`src/rtl/core/hsc_pkg.sv`:
```
// Package for the Hamming single-error-correcting codec.
// Holds the code geometry, the item and result types and the bit-mapping helpers.
`default_nettype none

package hsc_pkg;

  localparam int PARITY_BITS = 6;
  localparam int CODE_LEN    = (1 << PARITY_BITS) - 1;
  localparam int DATA_LEN    = CODE_LEN - PARITY_BITS;

  // Port field widths are fixed for the largest supported code.
  localparam int CODE_W      = 63;
  localparam int DATA_W      = 57;
  localparam int SYN_W       = 6;
  localparam int S_TDATA_W   = 120;
  localparam int M_TDATA_W   = 128;
  localparam int M_PAD_W     = M_TDATA_W - CODE_W - DATA_W - SYN_W;

  typedef enum logic {
    OP_ENCODE = 1'b0,
    OP_DECODE = 1'b1
  } op_e;

  // Word is the scattered data on encode, the masked received word on decode.
  typedef struct packed {
    op_e               op;
    logic [CODE_W-1:0] word;
  } item_t;

  typedef struct packed {
    logic [SYN_W-1:0]  syndrome;
    logic [DATA_W-1:0] data_out;
    logic [CODE_W-1:0] code_word;
  } result_t;

  function automatic logic is_pow2(int p);
    return (p & (p - 1)) == 0;
  endfunction

  // Positions 1..CODE_LEN that take part in the code.
  function automatic logic [CODE_W-1:0] code_mask();
    logic [CODE_W-1:0] m;
    m = '0;
    for (int p = 1; p <= CODE_LEN; p++) begin
      m[p-1] = 1'b1;
    end
    return m;
  endfunction

  // Positions whose index has bit j set, the parity position included.
  function automatic logic [CODE_W-1:0] par_mask(int j);
    logic [CODE_W-1:0] m;
    m = '0;
    for (int p = 1; p <= CODE_LEN; p++) begin
      if (((p >> j) & 1) != 0) begin
        m[p-1] = 1'b1;
      end
    end
    return m;
  endfunction

  // Places data bits in the non-power-of-two positions, in ascending order.
  function automatic logic [CODE_W-1:0] scatter(logic [DATA_W-1:0] data);
    logic [CODE_W-1:0] cw;
    int                di;
    cw = '0;
    di = 0;
    for (int p = 1; p <= CODE_LEN; p++) begin
      if (!is_pow2(p)) begin
        cw[p-1] = data[di];
        di++;
      end
    end
    return cw;
  endfunction

  function automatic logic [DATA_W-1:0] extract(logic [CODE_W-1:0] cw);
    logic [DATA_W-1:0] data;
    int                di;
    data = '0;
    di   = 0;
    for (int p = 1; p <= CODE_LEN; p++) begin
      if (!is_pow2(p)) begin
        data[di] = cw[p-1];
        di++;
      end
    end
    return data;
  endfunction

endpackage

`default_nettype wire

```
`src/rtl/core/hamming_sec_codec.sv`:
```
// Hamming single-error-correcting codec (63,57), top level with a three-stage pipeline.
// Depends on hsc_pkg, hsc_syndrome and hsc_resolve.
// Each request carries an operation in tuser: encode a data word or decode and correct a
// received word. One request is taken every clock cycle while the sink is ready. Its result
// is registered in each stage in turn before it is offered on the master side. The three
// stages are input capture and bit placement, the parity XOR trees, and parity insertion or
// single-bit correction with data extraction. A stage takes a new request whenever it is
// empty or its contents move on, so m_axis_tready reaches s_axis_tready through a short
// combinational ready chain. Double errors are silently miscorrected.
`default_nettype none

module hamming_sec_codec (
  input  logic                             clk_i,
  input  logic                             rst_ni,
  input  logic                             s_axis_tvalid,
  output logic                             s_axis_tready,
  // [56:0] data_word, [119:57] received_word
  input  logic [hsc_pkg::S_TDATA_W-1:0]    s_axis_tdata,
  // [0] operation
  input  logic [0:0]                       s_axis_tuser,
  output logic                             m_axis_tvalid,
  input  logic                             m_axis_tready,
  // [62:0] code_word, [119:63] data_out, [125:120] syndrome, [127:126] zero
  output logic [hsc_pkg::M_TDATA_W-1:0]    m_axis_tdata
);

  logic                         v1_q, v2_q, v3_q;
  logic                         rdy1, rdy2, rdy3;
  hsc_pkg::item_t               s1_d, s1_q, s2_q;
  logic [hsc_pkg::SYN_W-1:0]    syn2_d, syn2_q;
  hsc_pkg::result_t             res3_d, res3_q;
  logic [hsc_pkg::DATA_W-1:0]   in_data;
  logic [hsc_pkg::CODE_W-1:0]   in_rx;

  assign rdy3 = !v3_q || m_axis_tready;
  assign rdy2 = !v2_q || rdy3;
  assign rdy1 = !v1_q || rdy2;

  assign s_axis_tready = rdy1;

  assign in_data = s_axis_tdata[hsc_pkg::DATA_W-1:0];
  assign in_rx   = s_axis_tdata[hsc_pkg::DATA_W +: hsc_pkg::CODE_W];

  always_comb begin
    s1_d.op = hsc_pkg::op_e'(s_axis_tuser[0]);
    if (s1_d.op == hsc_pkg::OP_DECODE) begin
      s1_d.word = in_rx & hsc_pkg::code_mask();
    end else begin
      s1_d.word = hsc_pkg::scatter(in_data);
    end
  end

  hsc_syndrome u_hsc_syndrome (
    .item_i (s1_q),
    .syn_o  (syn2_d)
  );

  hsc_resolve u_hsc_resolve (
    .item_i (s2_q),
    .syn_i  (syn2_q),
    .res_o  (res3_d)
  );

  always_ff @(posedge clk_i or negedge rst_ni) begin
    if (!rst_ni) begin
      v1_q <= 1'b0;
      v2_q <= 1'b0;
      v3_q <= 1'b0;
    end else begin
      if (rdy1) begin
        v1_q <= s_axis_tvalid;
      end
      if (rdy2) begin
        v2_q <= v1_q;
      end
      if (rdy3) begin
        v3_q <= v2_q;
      end
    end
  end

  always_ff @(posedge clk_i) begin
    if (rdy1 && s_axis_tvalid) begin
      s1_q <= s1_d;
    end
    if (rdy2 && v1_q) begin
      s2_q   <= s1_q;
      syn2_q <= syn2_d;
    end
    if (rdy3 && v2_q) begin
      res3_q <= res3_d;
    end
  end

  assign m_axis_tvalid = v3_q;
  assign m_axis_tdata  = {{hsc_pkg::M_PAD_W{1'b0}}, res3_q};

endmodule

`default_nettype wire

```
`src/rtl/core/hsc_syndrome.sv`:
```
// Parity check unit of the Hamming codec: one XOR tree per parity bit.
// Depends on hsc_pkg.
`default_nettype none

module hsc_syndrome (
  input  hsc_pkg::item_t             item_i,
  output logic [hsc_pkg::SYN_W-1:0]  syn_o
);

  // On encode the parity positions are still zero, so the same trees give
  // the parity bits; on decode they give the syndrome.
  always_comb begin
    syn_o = '0;
    for (int j = 0; j < hsc_pkg::PARITY_BITS; j++) begin
      syn_o[j] = ^(item_i.word & hsc_pkg::par_mask(j));
    end
  end

endmodule

`default_nettype wire

```
`src/rtl/core/hsc_resolve.sv`:
```
// Final stage of the Hamming codec: inserts parity or corrects one bit, then extracts data.
// Depends on hsc_pkg.
`default_nettype none

module hsc_resolve (
  input  hsc_pkg::item_t             item_i,
  input  logic [hsc_pkg::SYN_W-1:0]  syn_i,
  output hsc_pkg::result_t           res_o
);

  logic [hsc_pkg::CODE_W-1:0] cw;

  always_comb begin
    cw = item_i.word;
    if (item_i.op == hsc_pkg::OP_ENCODE) begin
      for (int j = 0; j < hsc_pkg::PARITY_BITS; j++) begin
        cw[(1 << j) - 1] = syn_i[j];
      end
    end else begin
      // A zero syndrome matches no position, so nothing is flipped.
      for (int i = 0; i < hsc_pkg::CODE_W; i++) begin
        cw[i] = item_i.word[i] ^ (syn_i == hsc_pkg::SYN_W'(i + 1));
      end
    end
  end

  always_comb begin
    res_o.code_word = cw;
    if (item_i.op == hsc_pkg::OP_ENCODE) begin
      res_o.data_out = '0;
      res_o.syndrome = '0;
    end else begin
      res_o.data_out = hsc_pkg::extract(cw);
      res_o.syndrome = syn_i;
    end
  end

endmodule

`default_nettype wire

```
`config.mk`:
```
export PLATFORM = sky130hd
export DESIGN_NAME = hamming_sec_codec
export DESIGN_NICKNAME = d
export VERILOG_FILES = /design/src/rtl/core/hsc_pkg.sv /design/src/rtl/core/hamming_sec_codec.sv /design/src/rtl/core/hsc_syndrome.sv /design/src/rtl/core/hsc_resolve.sv
export SDC_FILE = /design/constraint.sdc
export NUM_CORES = 1
export LEC_CHECK = 0
export ABC_AREA = 1
export BUFFER_PORTS_ARGS = -buffer_cell sky130_fd_sc_hd__buf_4
export CAP_MARGIN = 0
export CORE_MARGIN = 2
export CORE_UTILIZATION = 39
export DETAILED_ROUTE_END_ITERATION = 8
export PLACE_DENSITY_LB_ADDON = 0.08
export SLEW_MARGIN = 20
export SYNTH_ARGS = -nofsm -noshare
export SYNTH_HDL_FRONTEND = slang
export SYNTH_SLANG_ARGS = --single-unit
```
`constraint.sdc`:
```
create_clock -name clk_i -period 7.3 [get_ports clk_i]
set_clock_uncertainty 0.1 [all_clocks]
set_input_delay 1.46 -clock clk_i [delete_from_list [all_inputs] [get_ports clk_i]]
set_output_delay 1.46 -clock clk_i [all_outputs]
set_load 0.02 [all_outputs]
```
; ---- After elaboration in Yosys (flattened, before gate mapping)
; Cells that the tools add are included.
[word_totals]
register_bits = 263
latch_bits = 0
ram_bits = 0
mem_bits_ro = 0
inputBits = 125
output_inout_bits = 130
elab_cells = 1002
memories = 0
[op_classes]
addsub = 110
multipliers = 0
n_div = 0
order_cmp = 168
n_eq_ne = 63
shifts = 0
mux = 515
n_bitwise = 63
n_reduce_logical = 71
[op_table]
columns = op, count
row1 = $lt 32x8->1 const B, 112
row2 = $mux 32, 112
row3 = $add 32x2->32 const B, 110
row4 = $bwmux 57, 56
row5 = $mux 57, 55
row6 = $ge 32x1->1 const B, 56
row7 = $reduce_xor 63->1, 6
row8 = $bmux 1 s6, 56
row9 = $demux 1 s6, 56
row10 = $eq 6x6->1 const B, 32
row11 = $mux 1, 174
row12 = $eq 6x5->1 const B, 16
row13 = $mux 63, 1
row14 = $xor 1x1->1, 63
row15 = $logic_and 1x1->1, 59
row16 = $eq 6x4->1 const B, 8
row17 = $mux 31, 1
row18 = $eq 6x3->1 const B, 4
row19 = $mux 15, 1
row20 = $eq 6x2->1 const B, 2
row21 = $mux 7, 1
row22 = $eq 6x1->1 const B, 1
row23 = $logic_not 1->1, 3
row24 = $logic_or 1x1->1, 3
row25 = 2 further kinds, 2

; ---- Depth between registers and ports, before layout
[depth]
depth_word = 116
depth_mapped = 14

; ---- By module
; A second synthesis with hierarchy kept.
[unflattened]
hier_cells = 1580
hier_area_um2 = 14081.0
[by_module_without_submodules]
columns = mod, n_inst, cells_per_inst, area_each_um2
row1 = hamming_sec_codec, 1, 476, 8834.7
row2 = hsc_resolve, 1, 625, 2914.0
row3 = hsc_syndrome, 1, 479, 2332.2

; ---- Least setup slack after synthesis
; Ideal clock, no wire load.
[synth_path]
path_kind = input-to-reg
from = in m_axis_tready
to = reg res3_q (netlist bit m_axis_tdata[0]) (enable)
arrival_ps = 7534
required_ps = 6547
setup_slack_ps = -988
path_stages = 2
path_buffers = 0
path_cell_list = inv_1 -> a21oi_1
[synth_via]
elab_chain_len = 2
[synth_rtl]
columns = item, line_no
row1 = from (decl), hamming_sec_codec.sv:22  ; input logic m_axis_tready,
row2 = $logic_or 1x1->1, hamming_sec_codec.sv:35  ; assign rdy3 = !v3_q || m_axis_tready;
row3 = $logic_and 1x1->1, hamming_sec_codec.sv:90  ; if (rdy3 && v2_q) begin
row4 = to (signal assigned), hamming_sec_codec.sv:91  ; res3_q <= res3_d;
row5 = to (decl), hamming_sec_codec.sv:31  ; hsc_pkg::result_t res3_d, res3_q;
; No other way between the ends.
; A chain may end at the register's enable or synchronous reset.

; ---- Worst setup path in the final report
[layout_path]
from = in m_axis_tready
to = out s_axis_tready
[layout_via]
elab_chain_len = 3
[layout_rtl]
columns = item, line_no
row1 = $logic_or 1x1->1, hamming_sec_codec.sv:35
row2 = $logic_or 1x1->1, hamming_sec_codec.sv:36  ; assign rdy2 = !v2_q || rdy3;
row3 = $logic_or 1x1->1, hamming_sec_codec.sv:37  ; assign rdy1 = !v1_q || rdy2;
row4 = to (decl), hamming_sec_codec.sv:16  ; output logic s_axis_tready,
; No other way between the ends.

==> results.cfg <==
[status]
outcome = complete, no violations

[worst_hold_path]
hold_path_class = reg -> reg
whs_path_depth = 0

[power]
ir_drop_mv = 0.194
power_density_mw_per_mm2 = 326
power_leakage_uw = 0.00704

[global_route]
grt_pass1_vias = 9062
antenna_found_initial = 0
grt_use_total_pct = 19.6
grt_max_degree = 89
grt_pass1_wl_um = 52800
grt_overflow_total = 0

[layout]
register_area_mm2 = 0.00788
syn2layout_area_growth_pct = 24.5
final_cell_mix = nand2_1 (363), edfxtp_1 (260), buf_4 (258), inv_1 (139), a21oi_1 (81)
nNetsFinal = 1659
multi_input_area_mm2 = 0.00453
final_cells = 2002
diodes = 0
drive_above_1_share_pct = 25.2
n_fill_cell = 3094
final_common_cell = nand2_1

[timing]
setup_viol = 0
maxSlewHeadroom_pct = 30.5
worst_pin_slew_ns = 1.04
timing.fmax_mhz = 272
fin_setup_tns_ns = 0
period_share_pct = 50.4
timing.final.max_slew_violations = 0
worst_slack_ns = 3.62
period_needed_ns = 3.68
finalHoldViolCount = 0
grt_setup_unrepaired = no

[route]
drt.antenna.violating_nets = 0
finalWirelength_um = 35000
vias = 9670
firstDrtPassIters = 5
via_per_inst = 4.83
drc = 0
drtIter0Drc = 826
detail_route.wl_per_cell_um = 17.5

[worst_setup_path]
critical_path_required_ns = 5.74
start_kind = primary input
critPathKind = in -> out
path_max_fanout = 3
reg2reg_depth = 6
worstSetupEndpointType = output pin
cp.arrival_ns = 2.12

[floorplanning]
core_area_mm2 = 0.0334
io_pins = 255
dieHeight_um = 188
start_util_pct = 39.5
rows = 67
die-area_mm2 = 0.0353
die_w_um = 188

[flow_run]
cap_violations = 0

[place]
io_buffers = 252
dp_slack_ns = 3.61
gp_congestion = 0.833
dp_hpwl_um = 26300
dp_cells = 1951

[synthesis]
seq_area_frac_synth_pct = 59.8
yosys_most_used_dff = edfxtp_1
syn_inst = 1281
synth-edff-count = 260
avgSynthCellArea_um2 = 10.3
synth.yosys.warnings = 0
ys_types = 29
netlist_area_mm2 = 0.0132
ys_seq_elements = 263
async_flop_share_pct = 1.14

[cts]
clockBufferDepth = 3
cts_resized = 0
clock_latency_ns = 0.54
path_clk_slew_ns = 0.06
htreeDepth = 1
postCtsSetupBuffers = 0
cts_tree = yes
cts.sinks = 263
numCtsBuffers = 29
cts_root_buf = clkbuf_16
hold_buffers = 0
==> sequential cells by signal, indices dropped and copies added (netlist names) <==
signal         flops
syn2_q             6
m_axis_tvalid      1
m_axis_tdata     126
v1_q               1
v2_q               1
s1_q              64
s2_q              64
==> worst max-delay path, stage by stage <==
cell and delay [ns]:
buf_4 0.10, inv_1 0.09, nand2_1 0.08, nor2_1 0.11, nand2_1 0.10, buf_4 0.17
==> power breakdown <==
part           switching [µW]  internal, µW  leakage (µW)
clock                     576           824      0.000436
combinational            1050           561       0.00404
sequential                236          2090       0.00256
total                    1870          3480       0.00704
==> area by class of cell <==
cell class,instances,area share [%]
clock inverter,20,1.05
sequential,263,48.1
clock buffer,31,4.47
tap,448,3.42
multi-input combinational,825,27.6
timing repair buffer,258,11.8
inverter,157,3.59
==> synthesized netlist by cell type (all sizes together), types with 3 or more instances <==
cell | count | area share [%]
edfxtp | 260 | 59
mux2 | 57 | 4.9
inv | 157 | 4.5
o21bai | 27 | 1.5
nand3b | 32 | 1.8
dfrtp | 3 | 0.57
nand3 | 66 | 2.5
buf | 19 | 0.88
a21oi | 82 | 3.1
xor2 | 39 | 2.6
o21ai | 62 | 2.4
nor2 | 38 | 1.4
nand2 | 365 | 10
a21o | 6 | 0.34
clkbuf | 18 | 0.53
xnor2 | 46 | 3.1
==> layer usage <==
| metal | up-vias | wire [µm] | global-route usage (%) |
|---|---|---|---|
| met5 | - | 0 | 0 |
| met4 | 0 | 704 | 5.03 |
| met3 | 40 | 2440 | 2.90 |
| met2 | 347 | 15800 | 30.8 |
| met1 | 4481 | 16100 | 28.7 |
| li1 | 4802 | - | - |
==> final timing paths <==
path,start,slack [ns],endpoint
min in group asynchronous,rst_ni,0.61,v1_q
max,m_axis_tready,3.62,s_axis_tready
min reg2reg,s1_q[63],0.33,s2_q[63]
min,s1_q[63],0.33,s2_q[63]
max reg2reg,syn2_q[5],4.74,m_axis_tdata[12]
max in group asynchronous,rst_ni,6.39,m_axis_tvalid
==> cells by family after synthesis <==
family	after synthesis	share of synthesized area, %
and+or+nand+nor	504	16.4
AOI/OAI and AO/OA	177	7.35
buffers and inverters	194	5.89
DFF	263	59.8
other	1	0.0285
xor gates and xnor gates	85	5.65
muxes	57	4.87
==> per-stage QoR <==
stage | util, % | cell area [µm²] | power, µW | hold slack, ns
3_5_place_dp | 46.4 | 15500 | 3990 | 0.316
2_1_floorplan | - | 13200 | 3340 | 0.300
3_3_place_gp | 46.4 | 15500 | 3960 | 0.302
5_1_grt | 49.2 | 16400 | 5630 | 0.332
4_1_cts | 49.2 | 16400 | 5390 | 0.325
6_report | 49.2 | 16400 | 5350 | 0.332
Note: power is estimated with default switching activity, not from simulation.
